<file path="src/rtl/ifmt_pkg.sv">
// ----------------------------------------------------------------------------
// ifmt_pkg
// Shared types, character codes and helpers for the integer field formatter.
// ----------------------------------------------------------------------------
package ifmt_pkg;

    localparam int VALUE_W    = 32;
    localparam int FIELD_W    = 6;
    localparam int COUNT_W    = 7;
    localparam int DIGIT_W    = 4;
    localparam int NUM_DIGITS = 10;
    localparam int BCD_W      = NUM_DIGITS * DIGIT_W;
    localparam int DIG_IDX_W  = 4;

    typedef enum logic [1:0] {
        CONV_SDEC = 2'd0,
        CONV_UDEC = 2'd1,
        CONV_LHEX = 2'd2,
        CONV_UHEX = 2'd3
    } conv_t;

    localparam logic [7:0] CH_SPACE = 8'h20;
    localparam logic [7:0] CH_MINUS = 8'h2D;
    localparam logic [7:0] CH_ZERO  = 8'h30;
    localparam logic [7:0] CH_UA    = 8'h41;
    localparam logic [7:0] CH_LA    = 8'h61;
    localparam logic [7:0] CH_NONE  = 8'h00;

    typedef struct packed {
        conv_t                req_type;
        logic [VALUE_W-1:0]   value;
        logic [FIELD_W-1:0]   field_width;
        logic [FIELD_W-1:0]   precision;
        logic                 has_precision;
        logic                 left_align;
        logic                 zero_fill;
    } req_t;

    typedef struct packed {
        logic [7:0]           out_char;
        logic                 char_valid;
        logic                 last_char;
        logic [COUNT_W-1:0]   total_count;
    } result_t;

    function automatic logic [7:0] digit_char(input logic [DIGIT_W-1:0] d, input logic upper);
        logic [7:0] base;
        base = upper ? CH_UA : CH_LA;
        if (d < 4'd10)
            return CH_ZERO + {4'b0, d};
        else
            return base + {4'b0, d} - 8'd10;
    endfunction

endpackage

</file>
<file path="src/rtl/ifmt_b2d.sv">
// ----------------------------------------------------------------------------
// ifmt_b2d
// Bit-serial binary to BCD converter (shift and add-3), one bit per cycle.
// Hex loads pass the magnitude straight through as nibbles.
// ----------------------------------------------------------------------------
module ifmt_b2d
    import ifmt_pkg::*;
(
    input  logic               clk,
    input  logic               rst_n,
    input  logic               load,
    input  logic               hex,
    input  logic [VALUE_W-1:0] mag,
    output logic               done,
    output logic [BCD_W-1:0]   digits
);

    localparam int CNT_W = $clog2(VALUE_W);
    localparam logic [CNT_W-1:0] LAST_STEP = CNT_W'(VALUE_W - 1);

    logic               run_reg,   run_next;
    logic               done_reg,  done_next;
    logic [CNT_W-1:0]   cnt_reg,   cnt_next;
    logic [VALUE_W-1:0] shift_reg, shift_next;
    logic [BCD_W-1:0]   bcd_reg,   bcd_next;
    logic [BCD_W-1:0]   adj;

    always_comb
    begin
        for (int k = 0; k < NUM_DIGITS; k++)
        begin
            if (bcd_reg[k*DIGIT_W +: DIGIT_W] >= 4'd5)
                adj[k*DIGIT_W +: DIGIT_W] = bcd_reg[k*DIGIT_W +: DIGIT_W] + 4'd3;
            else
                adj[k*DIGIT_W +: DIGIT_W] = bcd_reg[k*DIGIT_W +: DIGIT_W];
        end
    end

    always_comb
    begin
        run_next   = run_reg;
        done_next  = 1'b0;
        cnt_next   = cnt_reg;
        shift_next = shift_reg;
        bcd_next   = bcd_reg;
        if (load)
        begin
            shift_next = mag;
            cnt_next   = '0;
            if (hex)
            begin
                bcd_next  = {(BCD_W-VALUE_W)'(0), mag};
                done_next = 1'b1;
                run_next  = 1'b0;
            end
            else
            begin
                bcd_next = '0;
                run_next = 1'b1;
            end
        end
        else if (run_reg)
        begin
            bcd_next   = {adj[BCD_W-2:0], shift_reg[VALUE_W-1]};
            shift_next = {shift_reg[VALUE_W-2:0], 1'b0};
            cnt_next   = cnt_reg + 1'b1;
            if (cnt_reg == LAST_STEP)
            begin
                run_next  = 1'b0;
                done_next = 1'b1;
            end
        end
    end

    always_ff @(posedge clk or negedge rst_n)
    begin
        if (!rst_n)
        begin
            run_reg  <= 1'b0;
            done_reg <= 1'b0;
            cnt_reg  <= '0;
        end
        else
        begin
            run_reg  <= run_next;
            done_reg <= done_next;
            cnt_reg  <= cnt_next;
        end
    end

    always_ff @(posedge clk)
    begin
        shift_reg <= shift_next;
        bcd_reg   <= bcd_next;
    end

    assign done   = done_reg;
    assign digits = bcd_reg;

endmodule

</file>
<file path="src/rtl/integer_field_formatter_top.sv">
// ----------------------------------------------------------------------------
// integer_field_formatter_top
// printf-style integer conversion: one value in, a padded character field out.
// ----------------------------------------------------------------------------
// Usage:
//   Request: drive req and raise start; the transfer happens on an edge where
//   start is high and busy is low. busy then stays high until the last
//   character has been launched.
//   Results: one character per cycle on result, marked by result_valid. The
//   last one has last_char set and total_count holding the field length. An
//   empty field gives a single result with char_valid low.
//   Sequence: decimal conversion runs in the bit-serial BCD converter, which
//   shifts in every magnitude bit and then signals done (hex loads directly),
//   then come the sizing states ST_COUNT, ST_SIZE, ST_PAD and ST_BOUND, and
//   then the field leaves at one character per cycle. A field gives 1..64 results.
//   The receiver has no back-pressure; results must be taken as they come.
//   Reset clears the sequencer and the strobe; no transfer is in flight.
// ----------------------------------------------------------------------------
module integer_field_formatter_top
    import ifmt_pkg::*;
#(
    parameter int MAX_FIELD = 63
)
(
    input  logic    clk,
    input  logic    rst_n,
    input  logic    start,
    input  req_t    req,
    output logic    busy,
    output logic    result_valid,
    output result_t result
);

    localparam logic [7:0] MAX_F = 8'(MAX_FIELD);

    typedef enum logic [2:0] {
        ST_IDLE,
        ST_CONV,
        ST_COUNT,
        ST_SIZE,
        ST_PAD,
        ST_BOUND,
        ST_EMIT
    } state_t;

    state_t               state_reg,     state_next;
    logic                 upper_reg,     upper_next;
    logic                 neg_reg,       neg_next;
    logic [FIELD_W-1:0]   width_reg,     width_next;
    logic [FIELD_W-1:0]   prec_reg,      prec_next;
    logic                 has_prec_reg,  has_prec_next;
    logic                 left_reg,      left_next;
    logic                 zfill_reg,     zfill_next;
    logic [DIG_IDX_W-1:0] nd_reg,        nd_next;
    logic [FIELD_W-1:0]   zeros_reg,     zeros_next;
    logic [COUNT_W-1:0]   body_reg,      body_next;
    logic [FIELD_W-1:0]   pad_reg,       pad_next;
    logic [COUNT_W-1:0]   total_reg,     total_next;
    logic [FIELD_W-1:0]   pre_reg,       pre_next;
    logic [COUNT_W-1:0]   e_zero_reg,    e_zero_next;
    logic [COUNT_W-1:0]   e_dig_reg,     e_dig_next;
    logic [COUNT_W-1:0]   e_post_reg,    e_post_next;
    logic [COUNT_W-1:0]   idx_reg,       idx_next;
    logic [DIG_IDX_W-1:0] dig_idx_reg,   dig_idx_next;
    logic                 res_valid_reg, res_valid_next;
    result_t              result_reg,    result_next;

    logic                 accept;
    logic                 neg_in;
    logic [VALUE_W-1:0]   mag_in;
    logic                 conv_done;
    logic [BCD_W-1:0]     digits;
    logic [DIG_IDX_W-1:0] hi;
    logic                 is_last;
    logic [DIGIT_W-1:0]   cur_digit;

    assign accept = start && (state_reg == ST_IDLE);
    assign neg_in = (req.req_type == CONV_SDEC) && req.value[VALUE_W-1];
    assign mag_in = neg_in ? (~req.value + 1'b1) : req.value;

    ifmt_b2d u_b2d (
        .clk    (clk),
        .rst_n  (rst_n),
        .load   (accept),
        .hex    (req.req_type == CONV_LHEX || req.req_type == CONV_UHEX),
        .mag    (mag_in),
        .done   (conv_done),
        .digits (digits)
    );

    always_comb
    begin
        hi = '0;
        for (int k = 0; k < NUM_DIGITS; k++)
        begin
            if (digits[k*DIGIT_W +: DIGIT_W] != '0)
                hi = DIG_IDX_W'(k + 1);
        end
    end

    assign is_last   = (idx_reg == total_reg - 1'b1);
    assign cur_digit = digits[{dig_idx_reg, 2'b00} +: DIGIT_W];

    always_comb
    begin
        state_next     = state_reg;
        upper_next     = upper_reg;
        neg_next       = neg_reg;
        width_next     = width_reg;
        prec_next      = prec_reg;
        has_prec_next  = has_prec_reg;
        left_next      = left_reg;
        zfill_next     = zfill_reg;
        nd_next        = nd_reg;
        zeros_next     = zeros_reg;
        body_next      = body_reg;
        pad_next       = pad_reg;
        total_next     = total_reg;
        pre_next       = pre_reg;
        e_zero_next    = e_zero_reg;
        e_dig_next     = e_dig_reg;
        e_post_next    = e_post_reg;
        idx_next       = idx_reg;
        dig_idx_next   = dig_idx_reg;
        res_valid_next = 1'b0;
        result_next    = result_reg;

        case (state_reg)
            ST_IDLE:
            begin
                if (accept)
                begin
                    upper_next    = (req.req_type == CONV_UHEX);
                    neg_next      = neg_in;
                    width_next    = ({2'b0, req.field_width} > MAX_F) ?
                                    MAX_F[FIELD_W-1:0] : req.field_width;
                    prec_next     = ({2'b0, req.precision} > MAX_F) ?
                                    MAX_F[FIELD_W-1:0] : req.precision;
                    has_prec_next = req.has_precision;
                    left_next     = req.left_align;
                    zfill_next    = req.zero_fill && !req.has_precision && !req.left_align;
                    state_next    = ST_CONV;
                end
            end
            ST_CONV:
            begin
                if (conv_done)
                    state_next = ST_COUNT;
            end
            ST_COUNT:
            begin
                if (has_prec_reg && (prec_reg == '0) && (digits == '0))
                    nd_next = '0;
                else if (hi == '0)
                    nd_next = DIG_IDX_W'(1);
                else
                    nd_next = hi;
                state_next = ST_SIZE;
            end
            ST_SIZE:
            begin
                if (has_prec_reg && (prec_reg > {2'b0, nd_reg}))
                    zeros_next = prec_reg - {2'b0, nd_reg};
                else
                    zeros_next = '0;
                body_next  = {6'b0, neg_reg} + {1'b0, zeros_next} + {3'b0, nd_reg};
                state_next = ST_PAD;
            end
            ST_PAD:
            begin
                if ({1'b0, width_reg} > body_reg)
                begin
                    pad_next   = FIELD_W'({1'b0, width_reg} - body_reg);
                    total_next = {1'b0, width_reg};
                end
                else
                begin
                    pad_next   = '0;
                    total_next = body_reg;
                end
                state_next = ST_BOUND;
            end
            ST_BOUND:
            begin
                pre_next     = (!left_reg && !zfill_reg) ? pad_reg : '0;
                e_zero_next  = {1'b0, pre_next} + {6'b0, neg_reg};
                e_post_next  = left_reg ? body_reg : total_reg;
                e_dig_next   = e_post_next - {3'b0, nd_reg};
                dig_idx_next = nd_reg - 1'b1;
                idx_next     = '0;
                state_next   = ST_EMIT;
            end
            ST_EMIT:
            begin
                res_valid_next = 1'b1;
                if (total_reg == '0)
                begin
                    result_next.out_char    = CH_NONE;
                    result_next.char_valid  = 1'b0;
                    result_next.last_char   = 1'b1;
                    result_next.total_count = '0;
                    state_next              = ST_IDLE;
                end
                else
                begin
                    if (idx_reg < {1'b0, pre_reg})
                        result_next.out_char = CH_SPACE;
                    else if (idx_reg < e_zero_reg)
                        result_next.out_char = CH_MINUS;
                    else if (idx_reg < e_dig_reg)
                        result_next.out_char = CH_ZERO;
                    else if (idx_reg < e_post_reg)
                    begin
                        result_next.out_char = digit_char(cur_digit, upper_reg);
                        dig_idx_next         = dig_idx_reg - 1'b1;
                    end
                    else
                        result_next.out_char = CH_SPACE;
                    result_next.char_valid  = 1'b1;
                    result_next.last_char   = is_last;
                    result_next.total_count = is_last ? total_reg : '0;
                    idx_next                = idx_reg + 1'b1;
                    if (is_last)
                        state_next = ST_IDLE;
                end
            end
            default:
            begin
                state_next = ST_IDLE;
            end
        endcase
    end

    always_ff @(posedge clk or negedge rst_n)
    begin
        if (!rst_n)
        begin
            state_reg     <= ST_IDLE;
            res_valid_reg <= 1'b0;
        end
        else
        begin
            state_reg     <= state_next;
            res_valid_reg <= res_valid_next;
        end
    end

    always_ff @(posedge clk)
    begin
        upper_reg    <= upper_next;
        neg_reg      <= neg_next;
        width_reg    <= width_next;
        prec_reg     <= prec_next;
        has_prec_reg <= has_prec_next;
        left_reg     <= left_next;
        zfill_reg    <= zfill_next;
        nd_reg       <= nd_next;
        zeros_reg    <= zeros_next;
        body_reg     <= body_next;
        pad_reg      <= pad_next;
        total_reg    <= total_next;
        pre_reg      <= pre_next;
        e_zero_reg   <= e_zero_next;
        e_dig_reg    <= e_dig_next;
        e_post_reg   <= e_post_next;
        idx_reg      <= idx_next;
        dig_idx_reg  <= dig_idx_next;
        result_reg   <= result_next;
    end

    assign busy         = (state_reg != ST_IDLE);
    assign result_valid = res_valid_reg;
    assign result       = result_reg;

endmodule

</file>
<file path="config.mk">
export PLATFORM = sky130hd
export DESIGN_NAME = integer_field_formatter_top
export DESIGN_NICKNAME = d
export VERILOG_FILES = /design/src/rtl/ifmt_pkg.sv /design/src/rtl/ifmt_b2d.sv /design/src/rtl/integer_field_formatter_top.sv
export SDC_FILE = /design/constraint.sdc
export NUM_CORES = 1
export LEC_CHECK = 0
export ABC_AREA = 1
export BUFFER_PORTS_ARGS = -buffer_cell sky130_fd_sc_hd__buf_4
export CAP_MARGIN = 20
export CORE_ASPECT_RATIO = 1.1
export CORE_MARGIN = 2
export CORE_UTILIZATION = 23
export DETAILED_ROUTE_END_ITERATION = 10
export PLACE_DENSITY = 0.49
export SYNTH_ARGS = -nofsm -noshare
export SYNTH_HDL_FRONTEND = slang
export SYNTH_HIERARCHICAL = 1
export SYNTH_SLANG_ARGS = --single-unit
</file>
<file path="constraint.sdc">
create_clock -name clk -period 4.33 [get_ports clk]
set_clock_uncertainty 0.05 [all_clocks]
set_input_delay 0.2165 -clock clk [delete_from_list [all_inputs] [get_ports clk]]
set_output_delay 0.2165 -clock clk [all_outputs]
set_load 0.05 [all_outputs]
</file>
==> metrics, run 1 <==
DIE AREA 52,300 µm²; final WL between 20,000 and 30,000 µm; crit path launch type flip-flop; Worst Tran Pin Value 0.812 ns; Netlist Area Pre-Place roughly 12,000 µm²; Final Hold Fails 0; ant diodes 0; pin count of the biggest net entering global routing 78; Tmin final 3.08 ns; MaxCap Viol Count 0; final period utilization 71.2%; # rows between 80 and 90; post-synthesis sequential area ratio 45.5%; Sw Ratio 42.5%; relative slew slack a little under half; synthesized instance count between 1,000 and 1,500; DRT antenna net count 0; vias in the first global route between 8,000 and 9,000; layout cells sized above 1 about 12%; CP Max Fanout 7; RR Startpoint nd_reg[0]; synthesized area per cell 8.47 µm²; # fillers 5,415; Skew-Pair Late Insertion Delay 0.45 ns; top cells by area, synth edfxtp_1 43%, nand2_1 12%, ha_1 7.5%; pwr dens 660 nW/µm²; CTS sink cnt 178; Most used DFF post-synth edfxtp_1; # IOs between 70 and 80; input/output buffers just under 70; Initial Utilization 23.2%; reg-to-reg endpoint body_reg[4]; static leakage 0.00608 µW; post-synth cell types between 50 and 60; PostCTS Resize Cnt 0; drt first pass iters 5; Pint 5150 µW; fmax between 300 and 400 MHz; CP endpoint kind flip-flop; Yosys top cell area share a little over two fifths; end of the critical path body_reg[4]; Post-synth ARST share between 6 and 7%; Critical path origin nd_reg[0]; max FFs per register 40; RePlAce Congestion between 0.7 and 0.8; footprint of the multi-input gates approximately 5300 µm²; synth warn 6; setup TNS 0 ns; DP Wirelength 21,600 µm; first-pass GRT wire length between 40,000 and 50,000 µm; drt wl/cell around 13 µm; part of the power in registers about two fifths; total grt overflow 0; Worst VDD drop between 0.3 and 0.4 mV; status finished, final reports clean; DRT iter0 DRCs just under 600; nets between 1,500 and 2,000; vias per cell between 4 and 5; Core Area 50,000 µm²; initial antenna violation count 0; met3 WL post-DR 875 µm; number of synthesized register bits 178; Mapped Nets 1,497; Slew Viols, Final 0; Psw about 3800 µW; top layer in use met4; CTS Buffer Depth 2; total track usage around 11%; DRC Markers 0; metal2 WL about 14,000 µm; most common cell after layout, fill and taps aside nand2_1; via count slightly above 9,000; RSZ-0062 raised after global routing no; CTS H-Tree Depth 4; R2R Setup Slk between 1 and 1.5 ns; area leader, netlist edfxtp_1; area delta synth->final 16.7%; Reg2Reg Depth 13; commonest non-fill, non-tap cells in the layout 369 x nand2_1, 193 x inv_1, 167 x edfxtp_1; Seq. cell area about 5300 µm²; root buf cell clkbuf_16; design area 13,600 µm²; routed length on met1 13,400 µm; cts bufs inserted 17; Post-synth EDFFs roughly 170; crit path DAT ~3.2 ns; CTS tree done; Hold Crit Class in2reg; critical path data required time 4.47 ns; placed cell areas around 13,000 µm²; kind of critical path reg2reg; Clock power frac between 10% and 20%; Die X between 200 and 250 µm; Combinational Power Share a little over two fifths; Fin Hold WS 0.0621 ns; Die Ht around 240 µm; Final setup violation count 0; Reg clk slew, reported paths 0.07 ns
-- power groups by stage --
stage / clock network (µW) / logic (µW) / registers (µW)
floorplan: 0 / 3030 / 3350
global placement: 0 / 3820 / 3500
detailed placement: 0 / 3890 / 3510
CTS: 1650 / 3920 / 3480
global route: 1710 / 4530 / 3560
finish: 1590 / 3890 / 3470
-- repair_timing --
item                                    4_1_cts  5_1_grt
endpoints found under the setup margin        0        0
hold buffers                                 15        0
hold endpoints to repair                     26        0
buffers inserted                              0        0
-- cells in the mapped netlist (16+ instances only) --
master and number:
xor2_1 37, nand2_1 369, nor2_1 128, ha_1 70, nand4_1 26, inv_1 194, nand3_1 91, a21oi_1 47
edfxtp_1 167, xnor2_1 16, o21ai_0 50
-- layer usage --
| metal | vias up | track usage [%] |
|---|---|---|
| met4 | 0 | 2.80 |
| met3 | 27 | 1.92 |
| met5 | - | 0 |
| li1 | 4678 | - |
| met1 | 4221 | 14.4 |
| met2 | 145 | 19.3 |
-- through the flow --
| step | instances | worst slack [ns] | utilization, % | total power, µW |
|---|---|---|---|---|
| 6_report | 2125 | 1.25 | 27.1 | 8950 |
| 5_1_grt | 2125 | 1.06 | 27.1 | 9800 |
| 3_5_place_dp | 2078 | 1.27 | 25.6 | 7400 |
| 3_3_place_gp | 2078 | 1.26 | 25.6 | 7310 |
| 2_1_floorplan | 1371 | 0.300 | - | 6380 |
| 4_1_cts | 2125 | 1.25 | 27.1 | 9040 |
-- how the worst min path moves through the flow --
stage	start	end	slack [ns]	cells past startpoint
finish	start	state_reg[0]	0.06	3
global route	start	state_reg[0]	0.05	3
CTS	start	state_reg[0]	0.04	3
detailed placement	rst_n	result_valid	0.02	1
global placement	rst_n	result_valid	0.02	1
floorplan	rst_n	result_valid	-0.13	0
-- worst max-delay path, cell delays in order (launching register included) --
cell      delay (ns)
edfxtp_1        0.47
ha_1            0.24
inv_1           0.07
fa_1            0.20
clkinv_1        0.11
o211ai_2        0.18
nand3_2         0.16
nand2_1         0.08
o21ai_0         0.08
ha_1            0.18
a21o_1          0.19
fa_1            0.41
a31oi_1         0.31
xnor2_1         0.11
-- area by class of cell --
| cell class | count | area share (%) |
|---|---|---|
| multi-input combinational | 956 | 39.3 |
| sequential | 178 | 39.0 |
| tap | 660 | 6.09 |
| inverter | 208 | 5.83 |
| timing repair buffer | 91 | 5.41 |
| clock buffer | 21 | 3.40 |
| clock inverter | 11 | 0.969 |
-- kinds of logic (layout without fill, tap and decap cells) --
kind of cell	count (synthesis)	in the layout	share of synthesized area (%)
compound gates	138	138	6.99
xor+xnor	53	53	4.00
fa+ha+maj	74	74	8.23
buf+inv	237	331	8.71
flops	178	178	45.5
other cells	1	1	0.0323
simple gates	690	690	26.5
Note: power is estimated with default switching activity, not from simulation.
==> run 2: changes to the inputs <==
==> constraint.sdc (replaced) <==
create_clock -name clk -period 3.1 [get_ports clk]
set_clock_uncertainty 0.05 [all_clocks]
set_input_delay 0.155 -clock clk [delete_from_list [all_inputs] [get_ports clk]]
set_output_delay 0.155 -clock clk [all_outputs]
set_load 0.05 [all_outputs]
==> run 2 against run 1 <==
  * First-iteration DRC count is 15% lower
  * Combinational power is 44% higher
  * Maximum frequency increased by 6.6%
  * Cell area up 1.0%
  * Critical path depth grew 1
  * Core utilization increased by 0.27 points
  * Critical path type unchanged
  * Largest power group unchanged
==> metrics, run 2 (same netlist as run 1, synthesis figures left out) <==
status finished, final reports clean; Core Area 50,000 µm² (unchanged); vias per cell 4.31 (+0.99%); final period utilization 93.3% (+22 points); crit path launch type flip-flop; area delta synth->final 17.9%; DRT antenna net count 0 (unchanged); via count 9,208 (+1.5%); Hold Path Origin start; CP peak stage delay 0.39 ns (-0.08 ns); worst path cell trace inv_1 > ha_1 > inv_1 > fa_2 > clkinv_1 > o211ai_2 > nand3_4 > nand2_1 > o21ai_0 > ha_1 > a21o_1 > fa_2 > a31oi_4 > xnor2_1; first-pass GRT wire length 47,200 µm (+2.2%); DP Wirelength 22,200 µm (+2.7%); CTS tree done; crit path DAT 3.03 ns (-0.19 ns); final setup margin 0.208 ns (-1.04 ns); Hold Crit Class in2reg; Final setup violation count 0 (unchanged); MaxCap Viol Count 0 (unchanged); drt first pass iters 6 (+1); Final Hold Fails 0 (unchanged); pwr dens 926 nW/µm² (+40%); Final Power 12,700 µW (+42%); Place WS 0.133 ns (-1.14 ns); pin count of the biggest net entering global routing 78 (unchanged); critical path's slowest cell fa_2; ant diodes 0 (unchanged); CP endpoint kind flip-flop; layout cells sized above 1 12.9% (+0.79 points); nets 1,589 (+0.70%); Skew-Pair Late Insertion Delay 0.45 ns (about the same); Reg clk slew, reported paths 0.07 ns (about the same); critical path data required time 3.24 ns (-1.23 ns); most common cell after layout, fill and taps aside nand2_1; CP Max Fanout 7 (unchanged); cts bufs inserted 17 (unchanged); Worst VDD drop 0.337 mV (+7.2%); final WL 28,900 µm (+1.9%); DRC Markers 0 (unchanged); Initial Utilization 23.2% (unchanged); relative slew slack 48.0% (+2.2 points); static leakage 0.00614 µW (+0.92%); initial antenna violation count 0 (unchanged); # rows 86 (unchanged); drt wl/cell 13.6 µm (+1.4%); Die Ht 240 µm (unchanged); Cell Count Post-Placement 2,086 (+0.38%); Slew Viols, Final 0 (unchanged); Die X 218 µm (unchanged); RR Startpoint prec_reg[0]; CTS H-Tree Depth 4 (unchanged); Tmin final 2.89 ns (-0.191 ns); max FFs per register 40 (unchanged); Critical path origin prec_reg[0]; fmax 346 MHz (+6.6%); Cell Count, Final, Fillers Out 2,136 (+0.52%); DRT iter0 DRCs 496 (-15%); CTS Buffer Depth 2 (unchanged); # IOs 71 (unchanged); total track usage 11.4% (+0.25 points); DIE AREA 52,300 µm² (unchanged); RePlAce Congestion 0.815 (+4.5%); vias in the first global route 9,164 (+1.9%); input/output buffers 69 (unchanged); kind of critical path reg2reg; commonest non-fill, non-tap cells in the layout 369 x nand2_1, 191 x inv_1, 167 x edfxtp_1; Fin Hold WS 0.0334 ns (-0.0287 ns); total grt overflow 0 (unchanged); CTS sink cnt 178 (unchanged); root buf cell clkbuf_16; Worst Tran Pin Value 0.780 ns (-0.0319 ns); setup TNS 0 ns (unchanged)
[run 2: worst max-delay path: cells and delay by family (launching register included)]
family                     cells  cell delay, ns
DFF                            1            0.35
adders and majority gates      4            1.01
buffers and inverters          3            0.27
and+or+nand+nor                2            0.20
xor gates and xnor gates       1            0.09
AOI/OAI and AO/OA              4            0.68
[run 2: timing repair]
| item | in CTS | in global routing |
|---|---|---|
| buffers inserted | 0 | 1 |
| endpoints found under the hold margin | 28 | 0 |
| gates resized for setup | 0 | 6 |
| hold buffers | 17 | 0 |
| endpoints found under the setup margin | 0 | 3 |
[run 2: final timing paths]
path | end | slack, ns | cells past startpoint
max in group asynchronous | u_b2d/done | 2.77 | 2
min reg2reg | u_b2d/cnt_reg[4] | 0.44 | 2
min | state_reg[0] | 0.03 | 3
min in group asynchronous | state_reg[1] | 0.06 | 2
max | body_reg[4] | 0.21 | 14
max reg2reg | body_reg[4] | 0.21 | 14
[run 2: where the power goes]
| part | leakage (µW) | switching [µW] | internal [µW] |
|---|---|---|---|
| registers | 0.00174 | 738 | 4060 |
| logic | 0.00410 | 3640 | 1960 |
| clock network | 0.000294 | 1000 | 1290 |
[run 2: metrics by stage]
stage	util, %	area, µm²
finish	27.4	13700
global route	27.4	13700
CTS	27.3	13700
detailed placement	25.7	12900
global placement	25.7	12900
floorplan	-	11600
[run 2: routing by layer]
| metal | global-route usage, % | share of wire [%] | up-vias |
|---|---|---|---|
| met3 | 2.11 | 3.5 | 22 |
| met5 | 0 | 0 | - |
| met2 | 20.0 | 49 | 166 |
| li1 | - | - | 4709 |
| met1 | 14.5 | 46 | 4311 |
| met4 | 2.68 | 1.1 | 0 |
[run 2: cell type report]
cell class | instances | area, µm²
fill | 5373 | 36300
multi-input combinational | 956 | 5360
sequential | 178 | 5290
tap | 660 | 826
timing repair buffer | 102 | 821
inverter | 208 | 795
clock buffer | 19 | 433
clock inverter | 13 | 176
==> run 3: changes to the inputs <==
--- a/config.mk
+++ b/config.mk
@@ -5,14 +5,16 @@
 export SDC_FILE = /design/constraint.sdc
 export NUM_CORES = 1
 export LEC_CHECK = 0
-export ABC_AREA = 1
 export BUFFER_PORTS_ARGS = -buffer_cell sky130_fd_sc_hd__buf_4
 export CAP_MARGIN = 20
+export CELL_PAD_IN_SITES_DETAIL_PLACEMENT = 0
+export CELL_PAD_IN_SITES_GLOBAL_PLACEMENT = 1
 export CORE_ASPECT_RATIO = 1.1
 export CORE_MARGIN = 2
 export CORE_UTILIZATION = 23
 export DETAILED_ROUTE_END_ITERATION = 10
-export PLACE_DENSITY = 0.49
+export PLACE_DENSITY = 0.56
+export SKIP_LAST_GASP = 1
 export SYNTH_ARGS = -nofsm -noshare
 export SYNTH_HDL_FRONTEND = slang
 export SYNTH_HIERARCHICAL = 1
==> run 3 against run 2 <==
  * Flip-flop and latch count stayed put
  * Maximum frequency is 8.5% lower
  * Sequential share of layout area is 0.41 points higher
  * Worst hold slack better by 0.023 ns
  * Cell area is 1.1% lower
  * Final cell count is 15% lower
  * The run now ends with setup timing left
  * Sequential power is 7.5% higher
  * Global-route usage is 0.43 points lower
  * Largest cell class unchanged
  * Synthesized cell count is 23% lower
==> metrics, run 3 <==
RR Startpoint prec_reg[0]; cts bufs inserted 17 (unchanged); area delta synth->final 20.9%; RSZ-0062 raised after global routing yes; CP peak stage delay 0.40 ns (about the same); DRC Markers 0 (unchanged); relative slew slack 50.2% (+2.2 points); drt wl/cell 15.1 µm (+11%); CTS Buffer Depth 2 (unchanged); Slew Viols, Final 0 (unchanged); static leakage 0.00521 µW (-15%); Pint 7820 µW (+6.9%); synth warn 6 (unchanged); initial antenna violation count 1 (+1); DIE AREA 50,500 µm² (-3.4%); status finished with violations; Post-synth EDFFs 167 (unchanged); CP endpoint kind flip-flop; most common cell in the netlist edfxtp_1; critical path's slowest cell edfxtp_1; Core Area 47,900 µm² (-4.2%); synth cell count leaders 167 x edfxtp_1, 88 x inv_1, 77 x nor2_1; WP depth 16 (+2); max FFs per register 40 (unchanged); fmax 316 MHz (-8.5%); nets 1,288 (-19%); DP Wirelength 20,700 µm (-6.8%); CP Max Fanout 3 (-4); Psw 5230 µW (-2.8%); MaxCap Viol Count 0 (unchanged); Post-synth ARST share 6.18% (unchanged); critical path's top delay family compound AO/OA/AOI/OAI gates; area leader, netlist edfxtp_1; worst path cell trace inv_2 > ha_4 > inv_2 > fa_2 > a21o_1 > a21oi_2 > a41oi_2 > o31ai_4 > o21ai_1 > ha_2 > a21o_1 > fa_2 > nand2_1 > nand2_1 > a21oi_2 > xnor2_1; failing checks setup timing; DRT iter0 DRCs 453 (-8.7%); most common cell after layout, fill and taps aside edfxtp_1; vias in the first global route 8,148 (-11%); Place WS -0.201 ns (-0.334 ns); R2R Setup Slk -0.06 ns (-0.27 ns); Initial Utilization 23.4% (+0.18 points); part of the power in registers 39.6% (+1.8 points); crit path launch type flip-flop; Tmin final 3.16 ns (+0.269 ns); final WL 27,400 µm (-5.3%); via count 8,085 (-12%); end of the critical path body_reg[4]; vias per cell 4.44 (+3.1%); Most used DFF post-synth edfxtp_1; final period utilization 102% (+8.7 points); Fin Hold WS 0.0563 ns (+0.0229 ns); first-pass GRT wire length 43,800 µm (-7.3%); top cells by area, synth edfxtp_1 45%, ha_1 7.8%, mux2_2 4.4%; Mapped Nets 1,175 (-22%); Worst Tran Pin Value 0.741 ns (-0.0390 ns); Critical path origin prec_reg[0]; Die X 215 µm (-1.7%); Reg2Reg Depth 16 (+2); Yosys top cell area share 44.7% (+1.6 points); Worst VDD drop 0.398 mV (+18%); number of synthesized register bits 178 (unchanged); commonest non-fill, non-tap cells in the layout 167 x edfxtp_1, 109 x buf_4, 86 x inv_1; pin count of the biggest net entering global routing 73 (-6.4%); pwr dens 962 nW/µm² (+3.9%); CTS tree done; total track usage 11.0% (-0.43 points); kind of critical path reg2reg; Final Util 28.3% (+0.90 points); layout cells sized above 1 18.5% (+5.5 points); Combinational Power Share 44.2% (about the same); Final setup violation count 2 (+2); Final Hold Fails 0 (unchanged); critical path data required time 3.24 ns (about the same); root buf cell clkbuf_16; post-synthesis sequential area ratio 47.2% (+1.6 points); post-synth cell types 69 (+19%); total grt overflow 0 (unchanged); # rows 84 (-2.3%); CTS sink cnt 178 (unchanged); Hold Crit Class in2reg; Skew-Pair Late Insertion Delay 0.45 ns (about the same); Sw Ratio 40.1% (-2.3 points); DRT antenna net count 0 (unchanged); Netlist Area Pre-Place 11,200 µm² (-3.5%); Reg clk slew, reported paths 0.07 ns (about the same); drt first pass iters 4 (-2); Die Ht 236 µm (-1.7%); synthesized area per cell 10.7 µm² (+26%); final setup margin -0.0604 ns (-0.269 ns); # IOs 71 (unchanged); WP buf/inv 2 (-1); synthesized instance count 1,049 (-23%); reg-to-reg endpoint body_reg[4]; input/output buffers 69 (unchanged); crit path DAT 3.30 ns (+0.27 ns); CTS H-Tree Depth 4 (unchanged); ant diodes 0 (unchanged); RePlAce Congestion 0.782 (-4.0%); Clock power frac 16.3% (-1.7 points)
-- run 3: cell types whose count changed in the layout (fill, tap and decap cells not counted), moves of 20 or more --
| cell | delta |
|---|---|
| xnor2_1 | +20 |
| mux2i_1 | +23 |
| buf_4 | +25 |
| nand2_1 | -316 |
| nand3_1 | -33 |
| mux2_2 | +44 |
| inv_1 | -105 |
| nor2_1 | -50 |
| nand4_1 | -23 |
-- run 3: what timing repair did --
| action | CTS | global route |
|---|---|---|
| hold buffers | 19 | 0 |
| resized for setup | 3 | 5 |
| endpoints found under the setup margin | 6 | 6 |
| buffers inserted | 2 | 4 |
| hold endpoints to repair | 29 | 0 |
| pin swaps | 4 | 4 |
-- run 3: power groups by stage --
stage / registers, µW / clock network [µW] / logic, µW
2_1_floorplan: 5000 / 0 / 4140
3_3_place_gp: 5220 / 0 / 5640
3_5_place_dp: 5230 / 0 / 5730
4_1_cts: 5180 / 2230 / 5790
5_1_grt: 5330 / 2290 / 6500
6_report: 5160 / 2120 / 5760
-- run 3: cell type report --
type,instances,area [µm²]
fill,5122,34400
multi-input combinational,746,5500
sequential,178,5290
timing repair buffer,131,1070
tap,645,807
clock buffer,18,429
inverter,88,330
clock inverter,13,126
-- run 3: worst min-delay path by stage --
stage | endpoint | cells past startpoint | start
2_1_floorplan | result_valid | 0 | rst_n
3_3_place_gp | result_valid | 1 | rst_n
3_5_place_dp | result_valid | 1 | rst_n
4_1_cts | zfill_reg | 2 | req[0]
5_1_grt | zfill_reg | 2 | req[0]
6_report | zfill_reg | 2 | req[0]
-- run 3: cells by family (layout without fill, tap and decap cells) --
| group | count (synthesis) | after routing | share of synthesized area (%) |
|---|---|---|---|
| buf+inv | 125 | 250 | 4.53 |
| compound gates | 199 | 199 | 11.8 |
| other cells | 1 | 1 | 0.0334 |
| mux | 69 | 69 | 6.87 |
| fa+ha+maj | 74 | 74 | 8.53 |
| simple gates | 336 | 336 | 15.8 |
| flops | 178 | 178 | 47.2 |
| xor+xnor | 67 | 67 | 5.23 |
-- run 3: per-layer routing --
layer,wire length (µm),vias to the layer above,track usage (%),part of all wire (%)
met3,662,23,1.85,2.4
li1,-,4093,-,-
met5,0,-,0,0
met4,392,0,3.56,1.4
met2,13500,91,19.2,49
met1,12800,3878,13.8,47
-- run 3: worst reg2reg max path: cells and delay by family, from the launching register on --
| family | cells | cell delay, ns |
|---|---|---|
| flops | 1 | 0.40 |
| xor+xnor | 1 | 0.07 |
| simple gates | 2 | 0.15 |
| fa+ha+maj | 4 | 0.99 |
| buf+inv | 2 | 0.14 |
| compound gates | 7 | 1.11 |
-- run 3: stage by stage --
stage          cell area, µm²  total power (µW)  std cells  TNS (ns)
6_report                13600             13000       1819    -0.117
5_1_grt                 13600             14100       1819    -0.850
4_1_cts                 13500             13200       1815    -0.269
3_5_place_dp            12700             11000       1763    -0.759
3_3_place_gp            12700             10900       1763    -0.335
2_1_floorplan           11300              9140       1049   -0.0799
